[src/sv/jsfe_pkg.sv]
// ----------------------------------------------------------------------------
// jsfe_pkg
// Shared types, codes and helper functions of the JSON string field extractor.
// ----------------------------------------------------------------------------
package jsfe_pkg;

  // Input beat: one UTF-16 code unit of the text
  typedef struct packed {
    logic [15:0] text_unit;
    logic        end_of_text;
  } in_beat_t;

  // Output beat: one decoded unit or one terminal status
  typedef struct packed {
    logic [15:0] value_unit;
    logic [2:0]  status;
    logic        last;
  } out_beat_t;

  // Status codes
  localparam logic [2:0] ST_UNIT        = 3'd0;
  localparam logic [2:0] ST_DONE        = 3'd1;
  localparam logic [2:0] ST_KEY_MISSING = 3'd2;
  localparam logic [2:0] ST_NOT_STRING  = 3'd3;
  localparam logic [2:0] ST_BAD_ESCAPE  = 3'd4;
  localparam logic [2:0] ST_TRUNCATED   = 3'd5;

  // Characters
  localparam logic [15:0] CH_QUOTE     = 16'h0022;
  localparam logic [15:0] CH_BACKSLASH = 16'h005C;
  localparam logic [15:0] CH_SLASH     = 16'h002F;
  localparam logic [15:0] CH_COLON     = 16'h003A;
  localparam logic [15:0] CH_B         = 16'h0062;
  localparam logic [15:0] CH_F         = 16'h0066;
  localparam logic [15:0] CH_N         = 16'h006E;
  localparam logic [15:0] CH_R         = 16'h0072;
  localparam logic [15:0] CH_T         = 16'h0074;
  localparam logic [15:0] CH_U         = 16'h0075;

  // Key token "path", quotes included
  localparam int TOKEN_LEN = 6;
  localparam logic [15:0] KEY_TOKEN [TOKEN_LEN] = '{
    16'h0022, 16'h0070, 16'h0061, 16'h0074, 16'h0068, 16'h0022
  };

  // Result queue
  localparam int QDEPTH = 4;
  localparam int QPTR_W = $clog2(QDEPTH);
  localparam int QCNT_W = $clog2(QDEPTH + 1);

  // Parser phase, one-hot
  typedef enum logic [6:0] {
    PH_SEARCH   = 7'b0000001,
    PH_AFTERKEY = 7'b0000010,
    PH_AFTERCOL = 7'b0000100,
    PH_STRING   = 7'b0001000,
    PH_ESCAPE   = 7'b0010000,
    PH_HEX      = 7'b0100000,
    PH_FINISHED = 7'b1000000
  } phase_t;

  // Results of one step, packed so the first valid result is in first
  typedef struct packed {
    logic [1:0] count;
    out_beat_t  first;
    out_beat_t  second;
  } step_out_t;

  function automatic logic is_space(input logic [15:0] c);
    return ((c >= 16'h0009) && (c <= 16'h000D)) || (c == 16'h0020);
  endfunction

  // {valid, value}
  function automatic logic [4:0] hex_digit(input logic [15:0] c);
    logic [4:0] r;
    r = 5'd0;
    if ((c >= 16'h0030) && (c <= 16'h0039)) begin
      r = {1'b1, c[3:0]};
    end else if (((c >= 16'h0061) && (c <= 16'h0066)) ||
                 ((c >= 16'h0041) && (c <= 16'h0046))) begin
      r = {1'b1, c[3:0] + 4'd9};
    end
    return r;
  endfunction

  function automatic out_beat_t make_result(input logic [15:0] unit,
                                            input logic [2:0]  st);
    out_beat_t r;
    r.value_unit = unit;
    r.status     = st;
    r.last       = (st != ST_UNIT);
    return r;
  endfunction

endpackage

[src/sv/jsfe_step.sv]
// ----------------------------------------------------------------------------
// jsfe_step
// Parser state and the one-step update; yields up to two results per unit.
// ----------------------------------------------------------------------------
module jsfe_step (
  input  logic              clk,
  input  logic              rst,
  input  logic              fire,
  input  jsfe_pkg::in_beat_t item,
  output jsfe_pkg::step_out_t res
);
  import jsfe_pkg::*;

  phase_t      phase, phase_next;
  logic [2:0]  match_position, match_position_next;
  logic [1:0]  hex_count, hex_count_next;
  logic [15:0] hex_accumulator, hex_accumulator_next;

  logic [15:0] c;
  logic [2:0]  mp_idx;
  logic [2:0]  mp_inc;
  logic [4:0]  hd;
  logic [15:0] acc_shift;
  logic        r0_valid;
  out_beat_t   r0;
  logic        r1_valid;
  out_beat_t   r1;

  assign c         = item.text_unit;
  assign mp_idx    = (match_position >= 3'(TOKEN_LEN)) ? 3'd0 : match_position;
  assign mp_inc    = mp_idx + 3'd1;
  assign hd        = hex_digit(c);
  assign acc_shift = {hex_accumulator[11:0], hd[3:0]};

  always_comb begin
    phase_next           = phase;
    match_position_next  = match_position;
    hex_count_next       = hex_count;
    hex_accumulator_next = hex_accumulator;
    r0_valid             = 1'b0;
    r0                   = make_result(16'd0, ST_UNIT);
    r1_valid             = 1'b0;
    r1                   = make_result(16'd0, ST_UNIT);

    unique case (phase)
      PH_SEARCH: begin
        if (c == KEY_TOKEN[mp_idx]) begin
          if (mp_inc == 3'(TOKEN_LEN)) begin
            match_position_next = 3'd0;
            phase_next          = PH_AFTERKEY;
          end else begin
            match_position_next = mp_inc;
          end
        end else begin
          match_position_next = (c == CH_QUOTE) ? 3'd1 : 3'd0;
        end
      end
      PH_AFTERKEY: begin
        if (is_space(c)) begin
          phase_next = PH_AFTERKEY;
        end else if (c == CH_COLON) begin
          phase_next = PH_AFTERCOL;
        end else begin
          // resume the search at this unit; only a quote can start a token
          phase_next          = PH_SEARCH;
          match_position_next = (c == CH_QUOTE) ? 3'd1 : 3'd0;
        end
      end
      PH_AFTERCOL: begin
        if (is_space(c)) begin
          phase_next = PH_AFTERCOL;
        end else if (c == CH_QUOTE) begin
          phase_next = PH_STRING;
        end else begin
          r0_valid   = 1'b1;
          r0         = make_result(16'd0, ST_NOT_STRING);
          phase_next = PH_FINISHED;
        end
      end
      PH_STRING: begin
        if (c == CH_QUOTE) begin
          r0_valid   = 1'b1;
          r0         = make_result(16'd0, ST_DONE);
          phase_next = PH_FINISHED;
        end else if (c == CH_BACKSLASH) begin
          phase_next = PH_ESCAPE;
        end else begin
          r0_valid = 1'b1;
          r0       = make_result(c, ST_UNIT);
        end
      end
      PH_ESCAPE: begin
        phase_next = PH_STRING;
        r0_valid   = 1'b1;
        if (c == CH_QUOTE || c == CH_BACKSLASH || c == CH_SLASH) begin
          r0 = make_result(c, ST_UNIT);
        end else if (c == CH_B) begin
          r0 = make_result(16'h0008, ST_UNIT);
        end else if (c == CH_F) begin
          r0 = make_result(16'h000C, ST_UNIT);
        end else if (c == CH_N) begin
          r0 = make_result(16'h000A, ST_UNIT);
        end else if (c == CH_R) begin
          r0 = make_result(16'h000D, ST_UNIT);
        end else if (c == CH_T) begin
          r0 = make_result(16'h0009, ST_UNIT);
        end else if (c == CH_U) begin
          r0_valid             = 1'b0;
          hex_count_next       = 2'd0;
          hex_accumulator_next = 16'd0;
          phase_next           = PH_HEX;
        end else begin
          r0         = make_result(16'd0, ST_BAD_ESCAPE);
          phase_next = PH_FINISHED;
        end
      end
      PH_HEX: begin
        if (!hd[4]) begin
          r0_valid   = 1'b1;
          r0         = make_result(16'd0, ST_BAD_ESCAPE);
          phase_next = PH_FINISHED;
        end else if (hex_count == 2'd3) begin
          r0_valid             = 1'b1;
          r0                   = make_result(acc_shift, ST_UNIT);
          hex_count_next       = 2'd0;
          hex_accumulator_next = 16'd0;
          phase_next           = PH_STRING;
        end else begin
          hex_accumulator_next = acc_shift;
          hex_count_next       = hex_count + 2'd1;
        end
      end
      default: begin
        phase_next = phase;
      end
    endcase

    // end of text: terminal status from where the step left off, then reset
    if (item.end_of_text) begin
      if (phase_next == PH_SEARCH || phase_next == PH_AFTERKEY) begin
        r1_valid = 1'b1;
        r1       = make_result(16'd0, ST_KEY_MISSING);
      end else if (phase_next != PH_FINISHED) begin
        r1_valid = 1'b1;
        r1       = make_result(16'd0, ST_TRUNCATED);
      end
      phase_next           = PH_SEARCH;
      match_position_next  = 3'd0;
      hex_count_next       = 2'd0;
      hex_accumulator_next = 16'd0;
    end
  end

  always_comb begin
    res.count  = {1'b0, r0_valid} + {1'b0, r1_valid};
    res.first  = r0_valid ? r0 : r1;
    res.second = r1;
  end

  always_ff @(posedge clk) begin
    if (rst) begin
      phase           <= PH_SEARCH;
      match_position  <= 3'd0;
      hex_count       <= 2'd0;
      hex_accumulator <= 16'd0;
    end else if (fire) begin
      phase           <= phase_next;
      match_position  <= match_position_next;
      hex_count       <= hex_count_next;
      hex_accumulator <= hex_accumulator_next;
    end
  end

endmodule

[src/sv/jsfe_outq.sv]
// ----------------------------------------------------------------------------
// jsfe_outq
// Small result queue; takes up to two beats per cycle, gives one.
// ----------------------------------------------------------------------------
module jsfe_outq (
  input  logic                 clk,
  input  logic                 rst,
  input  jsfe_pkg::step_out_t  push,
  output logic                 room2,
  output logic                 result_valid,
  input  logic                 result_ready,
  output jsfe_pkg::out_beat_t  result
);
  import jsfe_pkg::*;

  out_beat_t          slots [QDEPTH];
  logic [QPTR_W-1:0]  wr_ptr;
  logic [QPTR_W-1:0]  rd_ptr;
  logic [QCNT_W-1:0]  count;
  logic               pop;
  logic [QPTR_W-1:0]  wr_ptr_1;

  assign result_valid = (count != '0);
  assign result       = slots[rd_ptr];
  assign pop          = result_valid && result_ready;
  assign room2        = (count <= QCNT_W'(QDEPTH - 2));
  assign wr_ptr_1     = wr_ptr + 1'b1;

  always_ff @(posedge clk) begin
    if (push.count != 2'd0) begin
      slots[wr_ptr] <= push.first;
    end
    if (push.count == 2'd2) begin
      slots[wr_ptr_1] <= push.second;
    end
  end

  always_ff @(posedge clk) begin
    if (rst) begin
      wr_ptr <= '0;
      rd_ptr <= '0;
      count  <= '0;
    end else begin
      wr_ptr <= wr_ptr + QPTR_W'(push.count);
      if (pop) begin
        rd_ptr <= rd_ptr + 1'b1;
      end
      count <= count + QCNT_W'(push.count) - QCNT_W'(pop);
    end
  end

endmodule

[src/sv/json_string_field_extractor.sv]
// ----------------------------------------------------------------------------
// json_string_field_extractor
// Streams UTF-16 text, finds "path": "..." and emits the decoded string value
// followed by one terminal status beat per text.
// ----------------------------------------------------------------------------
//  channel | handshake                  | payload
//  --------+----------------------------+-------------------------------------
//  text    | text_valid / text_ready    | text.text_unit, text.end_of_text
//  result  | result_valid/result_ready  | result.value_unit, .status, .last
//
//  One text beat per cycle sustained while the queue has room for two beats.
//  A beat waits in the input register until the step fires; its results
//  (zero, one or two) land in a 4-entry queue, whose head shows on the
//  result port. The step fires only while the queue has room for two beats,
//  so a stalled result side backs up into text_ready within a few beats.
//  Synchronous reset empties both stages and returns the parser to the search.
// ----------------------------------------------------------------------------
module json_string_field_extractor (
  input  logic                clk,
  input  logic                rst,
  input  logic                text_valid,
  output logic                text_ready,
  input  jsfe_pkg::in_beat_t  text,
  output logic                result_valid,
  input  logic                result_ready,
  output jsfe_pkg::out_beat_t result
);
  import jsfe_pkg::*;

  // input register
  logic      hold_valid;
  in_beat_t  hold;

  // step/queue coupling
  logic      room2;
  logic      fire;
  step_out_t step_res;
  step_out_t push;

  // step the held beat only when the queue can absorb its worst case
  assign fire       = hold_valid && room2;
  assign text_ready = !hold_valid || fire;

  always_ff @(posedge clk) begin
    if (rst) begin
      hold_valid <= 1'b0;
    end else if (text_valid && text_ready) begin
      hold_valid <= 1'b1;
    end else if (fire) begin
      hold_valid <= 1'b0;
    end
  end

  // payload needs no reset
  always_ff @(posedge clk) begin
    if (text_valid && text_ready) begin
      hold <= text;
    end
  end

  jsfe_step u_step (
    .clk  (clk),
    .rst  (rst),
    .fire (fire),
    .item (hold),
    .res  (step_res)
  );

  // nothing enters the queue unless the step actually fires
  always_comb begin
    push       = step_res;
    push.count = fire ? step_res.count : 2'd0;
  end

  jsfe_outq u_outq (
    .clk          (clk),
    .rst          (rst),
    .push         (push),
    .room2        (room2),
    .result_valid (result_valid),
    .result_ready (result_ready),
    .result       (result)
  );

endmodule

[config.mk]
export PLATFORM = sky130hd
export DESIGN_NAME = json_string_field_extractor
export DESIGN_NICKNAME = d
export VERILOG_FILES = /design/src/sv/jsfe_pkg.sv /design/src/sv/jsfe_step.sv /design/src/sv/jsfe_outq.sv /design/src/sv/json_string_field_extractor.sv
export SDC_FILE = /design/constraint.sdc
export NUM_CORES = 1
export LEC_CHECK = 0
export BUFFER_PORTS_ARGS = -buffer_cell sky130_fd_sc_hd__clkbuf_2
export CAP_MARGIN = 30
export CORE_MARGIN = 1.5
export CORE_UTILIZATION = 55
export CTS_CLUSTER_DIAMETER = 60
export DETAILED_ROUTE_END_ITERATION = 7
export PLACE_DENSITY = 0.88
export SLEW_MARGIN = 10
export SYNTH_ARGS = -nofsm -noshare
export SYNTH_HDL_FRONTEND = slang
export SYNTH_SLANG_ARGS = --single-unit
[constraint.sdc]
create_clock -name clk -period 4.76 [get_ports clk]
set_clock_uncertainty 0.05 [all_clocks]
set_input_delay 0 -clock clk [delete_from_list [all_inputs] [get_ports clk]]
set_output_delay 0 -clock clk [all_outputs]
set_load 0.02 [all_outputs]
# ---- After elaboration in Yosys (flattened, before gate mapping)
# Memories as Yosys holds them, arrays and structs flattened. A register that Yosys moved wholly into a read port is not among the register bits.
# Cells that the tools add are included.
# W data, S select, Z words.
dict set report op_classes {
  add_sub_neg 9
  magnitude_cmp 11
  n_eq_ne 34
  n_mux 97
  n_bitwise 1
  reduce_logical 21
}
# cell n
set ops {}
lappend ops {{$mux W20} 14}
lappend ops {{$mux W12} 10}
lappend ops {{$mux W7} 17}
lappend ops {{$eq A16 B7 Y1 const B} 7}
lappend ops {{$pmux W20 S4} 1}
lappend ops {{$eq A16 B6 Y1 const B} 4}
lappend ops {{$pmux W7 S6} 1}
lappend ops {{$ge A16 B7 Y1 const B} 2}
lappend ops {{$le A16 B7 Y1 const B} 2}
lappend ops {{$mux W16} 2}
lappend ops {{$mux W2} 13}
lappend ops {{$mux W3} 8}
lappend ops {{$ne A3 B3 Y1 const B} 8}
lappend ops {{$pmux W12 S2} 1}
lappend ops {{$mux W1} 23}
lappend ops {{$eq A16 B16 Y1} 1}
lappend ops {{$ge A16 B4 Y1 const B} 1}
lappend ops {{$ge A16 B6 Y1 const B} 1}
lappend ops {{$le A16 B4 Y1 const B} 1}
lappend ops {{$le A16 B6 Y1 const B} 1}
lappend ops {{$eq A7 B1 Y1 const B} 2}
lappend ops {{$eq A7 B2 Y1 const B} 2}
lappend ops {{$mux W5} 2}
lappend ops {{$reduce_and A10 Y1} 1}
lappend ops {{other kinds (29)} 48}
dict set report word_totals {
  regBits 49
  ram_bits 80
  mem_bits_ro 128
  input_bits 21
  out_inout_bits 22
  wordCells 185
  n_memories 2
}
# name words word_bits rd rd_ports_with_merged_regs write_ports line
set mem_list {}
lappend mem_list {{(no name shown)} 8 16 1 0 0 jsfe_step.sv:47} ;# if (c == KEY_TOKEN[mp_idx]) begin
lappend mem_list {u_outq.slots 4 20 1 1 2 jsfe_outq.sv:16} ;# out_beat_t slots [QDEPTH];

# ---- Logic depth before layout (Yosys ltp)
# Gate-level depths: netlist (run 1).
dict set report depth {
  depth_word 18
  ltp_mapped 21
  depth_no_buf 21
}

# ---- Modules after synthesis
# Synthesis (run 1) repeated with hierarchy kept, for this count alone.
dict set report unflattened {
  cells_unflattened 632
  hier_area_um2 7911.3
}
# mod instances cells_per_inst area_each_um2 seq_area_each_um2
set by_module_without_submodules {}
lappend by_module_without_submodules {jsfe_outq 1 243 4521.8 2582.5}
lappend by_module_without_submodules {jsfe_step 1 364 2801.4 480.5}
lappend by_module_without_submodules {json_string_field_extractor 1 25 588.1 530.5}

# ---- Worst setup path before layout (run 1)
# Ideal clock, no wire load.
dict set report synth_timing {
  kind {register to register}
  startpoint {register hold[1] in the netlist's numbering}
  endpoint {memory u_outq.slots[3][0] in the netlist's numbering (enable)}
  setup_time_ns 0.269
  t_arrival_ns 4.267
  required_ns 4.441
  slack_ns 0.174
  stages_incl_launch_ff 19
  n_path_buf 2
  period_less_slack_ns 4.586
  path_cell_list {edfxtp_1 inv_1 ha_1 buf_2 nand2_1 or4b_4 a21oi_2 o21ai_1 a211o_1 a21oi_2 nand3b_1 o21ai_0 inv_1 ha_1 o21ai_1 nor2_1 nor2_1 clkbuf_1 inv_1}
}
# element line
set synth_lines {}
lappend synth_lines {{start, declared} json_string_field_extractor.sv:32} ;# in_beat_t hold;
lappend synth_lines {{start signal, assigned} json_string_field_extractor.sv:57} ;# hold <= text;
lappend synth_lines {{end, declared} jsfe_outq.sv:16}

# ---- Final worst setup path (run 1)
dict set report layout_timing {
  startpoint {register hold[2] in the netlist's numbering}
  endpoint {register u_outq.count[2]}
}
dict set report layout_via {
  elab_chain_cells 17
  word_cells_on_any_way 70
  classes_between {3 x add/sub; 8 x order compare; 15 x eq/ne; 35 x mux; 9 x reduce/logical}
}
# element line
set layout_lines {}
lappend layout_lines {{parallel branches: the longest is 13 deep, another holds $ge A16 B7 Y1} -}
lappend layout_lines {{$add A1 B1 Y2 (*)} jsfe_step.sv:155} ;# res.count = {1'b0, r0_valid} + {1'b0, r1_valid};
lappend layout_lines {{$mux W2 (*)} json_string_field_extractor.sv:72} ;# push.count = fire ? step_res.count : 2'd0;
lappend layout_lines {{$add A3 B2 Y3 (*)} jsfe_outq.sv:48} ;# count <= count + QCNT_W'(push.count) - QCNT_W'(pop);
lappend layout_lines {{$sub A3 B1 Y3 (*)} jsfe_outq.sv:48}
lappend layout_lines {{end signal, assigned} jsfe_outq.sv:48}
lappend layout_lines {{end, declared} jsfe_outq.sv:19} ;# logic [QCNT_W-1:0] count;
# Mark *: on every way between the ends.
# A chain may end at the register's enable or synchronous reset.

==> results of run 1 <==
[sequential cells by signal, indices dropped and copies added, names as in the netlist, named ones only]
name,count
u_outq.wr_ptr,2
u_step.phase,7
u_outq.rd_ptr,2
hold,17
hold_valid,1
u_step.match_position,3
u_outq.slots,80
u_outq.count,3
u_step.hex_count,2
u_step.hex_accumulator,12
[synthesized netlist by cell type (5+ instances only)]
| cell | instances | area [um2] |
|---|---|---|
| dfxtp_1 | 98 | 1960 |
| a22oi_1 | 15 | 113 |
| and3_1 | 5 | 31.3 |
| or3_1 | 5 | 31.3 |
| xnor2_1 | 12 | 105 |
| nor2b_1 | 10 | 62.6 |
| ha_1 | 12 | 150 |
| nand2b_1 | 8 | 50.1 |
| and2_1 | 9 | 56.3 |
| edfxtp_1 | 33 | 991 |
| or2_2 | 6 | 37.5 |
| o211ai_1 | 6 | 45.0 |
| a22o_1 | 9 | 78.8 |
| nand2_1 | 98 | 368 |
| nand3_1 | 27 | 135 |
| nand3b_1 | 5 | 37.5 |
| o21ai_0 | 72 | 360 |
| o21ai_1 | 5 | 25.0 |
| o22ai_1 | 11 | 68.8 |
| nor2_1 | 40 | 150 |
| buf_2 | 6 | 30.0 |
| a21oi_1 | 34 | 170 |
| inv_1 | 19 | 71.3 |
| nor3_1 | 14 | 70.1 |
| clkbuf_1 | 24 | 90.1 |
| mux4_2 | 20 | 450 |
[cells by family after synthesis]
kind of cell	after synthesis	synth area share [%]
DFF	131	46.1
xor gates and xnor gates	14	1.92
and+or+nand+nor	253	19.6
AOI/OAI and AO/OA	191	18.7
adders and majority gates	13	2.66
buffers and inverters	55	3.46
muxes	23	7.51
[worst max-delay path, stage by stage (launching register included)]
cell	delay [ns]
edfxtp_1	0.44
inv_1	0.19
ha_4	0.21
nand2_1	0.06
or4b_4	0.53
a21oi_2	0.20
o21ai_1	0.14
a211o_1	0.32
a21oi_2	0.23
nand3b_1	0.09
o21ai_0	0.20
inv_1	0.08
ha_2	0.39
and3_1	0.22
ha_1	0.16
inv_1	0.05
fa_1	0.37
xnor2_1	0.20
xnor2_1	0.16
nor2_1	0.06
[final cells by class]
| class | count | area (um2) | area share, % |
|---|---|---|---|
| inverter | 19 | 71.3 | 0.931 |
| timing repair buffer | 90 | 616 | 8.04 |
| multi-input combinational | 494 | 3260 | 42.6 |
| clock buffer | 20 | 478 | 6.24 |
| clock inverter | 12 | 93.8 | 1.23 |
| sequential | 131 | 2960 | 38.6 |
| tap | 143 | 179 | 2.34 |
[per-layer routing]
metal  vias up  track usage (%)
met1      2697             35.4
met3        44             6.89
met5         -                0
met4         0             12.6
met2       232             47.0
li1       2659                -
[power groups by stage]
stage	registers (mW)	logic, mW	clock network, mW
finish	1.22	0.418	1.25
global placement	1.24	0.388	0
floorplan	1.23	0.296	0
CTS	1.22	0.414	1.25
global route	1.23	0.455	1.31
detailed placement	1.24	0.401	0
[final timing paths]
check                                         start                   to  slack (ns)
worst max-delay path                        hold[2]      u_outq.count[2]        0.24
worst min-delay path                            rst                 flop        0.18
worst max register to register              hold[2]      u_outq.count[2]        0.24
worst min register to register  u_outq.slots[2][15]  u_outq.slots[2][15]        0.40
[timing repair]
| item | CTS | global route |
|---|---|---|
| setup buffers | 0 | 1 |
| setup endpoints to repair | 0 | 85 |
| endpoints found under the hold margin | 20 | 0 |
| gates resized for setup | 0 | 11 |
| hold buffers | 19 | 0 |
==> results.yml, run 1 <==
synth:
  synth_area_per_cell_um2: 9.41
  synth_ff_type: "dfxtp_1"
  ys_ff_latch: 131
  ys_async_sr_fraction_pct: 0
  synth_enable_flop_cells: 33
  yosysSeqAreaShare_pct: 46.1
  synth.distinct_cells: 65
  ys.warnings.count: 0
  syn_nets: 714
  synth_area_mm2: 0.00640
  syn-instance-count: 680
detailed_routing:
  routed_wl_mm: 16.7
  met2_length_mm: 8.32
  drc: 0
  wl_met1_mm: 6.90
  top_layer: "met4"
  dr_wl_met3_mm: 1.09
  ant_nets: 0
  wl_per_cell_um: 18.4
  drtIter0Drc: 429
  vias: 5632
  drtPass1Iterations: 5
  drt-vias-per-instance: 6.20
die:
  die_w_um: 111
  die_y_um: 111
  initial_core_util_pct: 56.3
  core_mm2: 0.0114
  core.rowCount: 39
  ios: 43
  die_area_mm2: 0.0123
global_routing:
  grt_max_degree: 34
  grt_pass1_vias: 5511
  grt_overflow: 0
  antenna_found_initial: 0
  grt.total_usage_pct: 28.4
  grt_pass1_wl_mm: 27.4
finish:
  finalInstanceArea_mm2: 0.00766
  fin_util_pct: 67.3
  num-nets-final: 787
  finalNonFillerCells: 909
  layout_commonest_cell: "nand2_1"
  diodes: 0
  final_cell_mix: "98 x nand2_1, 96 x dfxtp_1, 72 x o21ai_0"
  syn_to_final_growth_pct: 19.6
  layout-drive-gt1-share_pct: 19.6
  n_fill_cell: 857
clock_tree:
  root_buffer: "clkbuf_16"
  cts_max_path_buffers: 2
  clkLatencyLatePin_ns: 0.42
  clk_pin_slew_ns: 0.06
  cts_sinks: 131
  ctsHtreeMaxLevel: 4
  cts_tree: "built"
  numCtsBuffers: 17
placement:
  dp_slack_ns: 0.0614
  port_buffers: 42
  gp_congestion: 0.953
  place_inst: 856
  placed_area_mm2: 0.00684
  hpwl_mm: 11.4
timing:
  hold_viol_final: 0
  fin_setup_tns_ns: 0
  max_freq_ghz: 0.221
  period_share_pct: 94.9
  drv_slew: 0
  finalSetupViolations: 0
  tightest_slew_ns: 0.834
  slew-limit-headroom_pct: 44.4
  fin_crit_ns: 4.52
  setup_slack_ns: 0.243
  whs_ns: 0.176
power_and_ir_drop:
  combPwrFrac_pct: 14.5
  p_switching_uw: 785
  pwr-share-seq_pct: 42.3
  leakagePower_nw: 2.76
  p_sw_share_pct: 27.2
  internal-power_mw: 2.10
  vdd_drop_max_uv: 287
  p_clk_share_pct: 43.2
  power-per-cell-area_mw_per_mm2: 377
  p_total_mw: 2.88
worst_setup_path:
  critPathMaxFanout: 8
  cp.arrival_ns: 4.75
  worstSetupEndpointType: "flop"
  required_ns: 4.99
  rr_worst_depth: 19
  path_class: "reg -> reg"
  worst_setup_path_start_kind: "flop"
status:
  status: "completed"
flow_run:
  drv_cap: 0
worst_hold_path:
  hold_path.class: "in -> reg"
  hold_depth: 2
Power figures use the tool's default switching activity.
==> run 2: changes to the inputs <==
PLACE_DENSITY = default   (was 0.88)
PLACE_DENSITY_LB_ADDON = 0.08   (was default)
==> results.yml, run 2 (synthesis gave the netlist of run 1 again) <==
status:
  status: "completed"
worst_hold_path:
  hold_path.class: "in -> reg"
die:
  core.rowCount: 39
  die_area_mm2: 0.0123
  die_y_um: 111
  initial_core_util_pct: 56.3
  core_mm2: 0.0114
  die_w_um: 111
  ios: 43
worst_setup_path:
  worstSetupEndpointType: "flop"
  cpMostUsedCell: "inv_1"
  path_cells: "inv_1, ha_4, nand2_1, or4b_4, a21oi_2, o21ai_1, a211o_1, a21oi_4, nand3b_1, o21ai_0, inv_1, ha_1, and3_1, ha_1, inv_1, fa_1, xnor2_1, xnor2_1, nor2_1"
  worst_setup_path_start_kind: "flop"
  path_class: "reg -> reg"
  cpPeakStageDelay_ns: 0.53
  required_ns: 5.00
  cp_slowest_cell: "or4b_4"
  critPathMaxFanout: 8
  cp.arrival_ns: 4.63
power_and_ir_drop:
  pwr-share-seq_pct: 43.1
  p_switching_uw: 734
  combPwrFrac_pct: 14.3
  p_sw_share_pct: 25.9
  leakagePower_nw: 2.75
  power-per-cell-area_mw_per_mm2: 371
  internal-power_mw: 2.10
  p_total_mw: 2.83
  p_clk_share_pct: 42.5
  vdd_drop_max_uv: 395
clock_tree:
  clkLatencyLatePin_ns: 0.42
  numCtsBuffers: 17
  ctsHtreeMaxLevel: 4
  root_buffer: "clkbuf_16"
  cts_sinks: 131
  clk_pin_slew_ns: 0.06
  cts_max_path_buffers: 2
  cts_tree: "built"
detailed_routing:
  wl_per_cell_um: 17.8
  ant_nets: 0
  vias: 5556
  drc: 0
  routed_wl_mm: 16.2
  drtPass1Iterations: 6
  drt-vias-per-instance: 6.12
  drtIter0Drc: 451
timing:
  finalSetupViolations: 0
  slew-limit-headroom_pct: 45.2
  setup_slack_ns: 0.365
  period_share_pct: 92.3
  max_freq_ghz: 0.228
  fin_setup_tns_ns: 0
  hold_viol_final: 0
  drv_slew: 0
  tightest_slew_ns: 0.821
  rsz0062_at_grt: "false"
  fin_crit_ns: 4.39
global_routing:
  grt_pass1_vias: 5272
  grt_pass1_wl_mm: 26.3
  antenna_found_initial: 0
  grt.total_usage_pct: 27.2
  grt_max_degree: 34
  grt_overflow: 0
finish:
  final_cell_mix: "98 x nand2_1, 95 x dfxtp_1, 72 x o21ai_0"
  n_fill_cell: 896
  reg_top3: "u_outq.slots: 80 flops, hold: 17 flops, u_step.hex_accumulator: 12 flops"
  diodes: 0
  regMostFlops: "u_outq.slots"
  largest_reg_flops: 80
  syn_to_final_growth_pct: 19.3
  layout-drive-gt1-share_pct: 19.0
  layout_commonest_cell: "nand2_1"
  num-nets-final: 787
  finalInstanceArea_mm2: 0.00763
placement:
  placed_area_mm2: 0.00685
  hpwl_mm: 11.4
  dp_slack_ns: 0.162
  port_buffers: 42
  gp_congestion: 0.963
flow_run:
  drv_cap: 0
run 2: changes by cell type in the layout (fill, tap and decap cells not counted), moves of 2 or more:
cell	previous run	this run
a21oi_2	4	2
clkbuf_1	0	3
clkinvlp_4	3	1
inv_4	1	3
inv_6	3	0
run 2: power by group through the flow:
stage / Clock (mW) / Sequential, mW / Combinational [mW]
2_1_floorplan: 0 / 1.23 / 0.296
3_3_place_gp: 0 / 1.24 / 0.385
3_5_place_dp: 0 / 1.25 / 0.392
4_1_cts: 1.22 / 1.22 / 0.405
5_1_grt: 1.27 / 1.23 / 0.448
6_report: 1.21 / 1.22 / 0.406
run 2: final cells by class:
type | instances | area, um2 | area share (%)
multi-input cells | 494 | 3260 | 42.8
clock inverters | 7 | 45.0 | 0.590
repair buffers | 90 | 616 | 8.06
inverters | 19 | 71.3 | 0.934
flip-flops and latches | 131 | 2960 | 38.7
clock buffers | 24 | 503 | 6.59
well taps | 143 | 179 | 2.34
run 2: what timing repair did:
item                       4_1_cts  5_1_grt
resized for setup                0       11
setup endpoints to repair        0       87
hold buffers                    19        0
setup buffers                    0        1
hold endpoints to repair        20        0
run 2: final timing paths:
check | from | end | slack, ns | cells past startpoint
setup / recovery | hold[2] | u_outq.count[2] | 0.37 | 19
hold reg to reg | u_outq.slots[1][5] | u_outq.slots[1][5] | 0.40 | 2
hold / removal | rst | u_step.phase[1] | 0.17 | 2
setup reg to reg | hold[2] | u_outq.count[2] | 0.37 | 19
run 2: layer usage:
layer	wire [um]	vias up	part of all wire (%)	global-route usage [%]
met2	7870	243	49	45.1
met5	0	-	0	0
met1	6810	2633	42	34.8
met4	377	0	2.3	10.3
met3	1120	37	6.9	5.96
li1	-	2643	-	-
run 2: metrics by stage:
step	instances	hold WS [ns]	util, %
2_1_floorplan	680	0.0216	-
3_5_place_dp	857	0.129	60.2
5_1_grt	908	0.201	67.2
3_3_place_gp	856	0.126	60.2
4_1_cts	907	0.151	66.7
6_report	908	0.175	67.2
run 2: critical path: cells and delay by family (launching register included):
| kind | cells | cell delay (ns) |
|---|---|---|
| adder cells (fa/ha/maj) | 4 | 1.10 |
| AO/OA/AOI/OAI | 5 | 1.08 |
| AND/OR/NAND/NOR | 5 | 0.95 |
| flip-flops | 1 | 0.44 |
| XOR/XNOR | 2 | 0.34 |
| buffers and inverters | 3 | 0.30 |
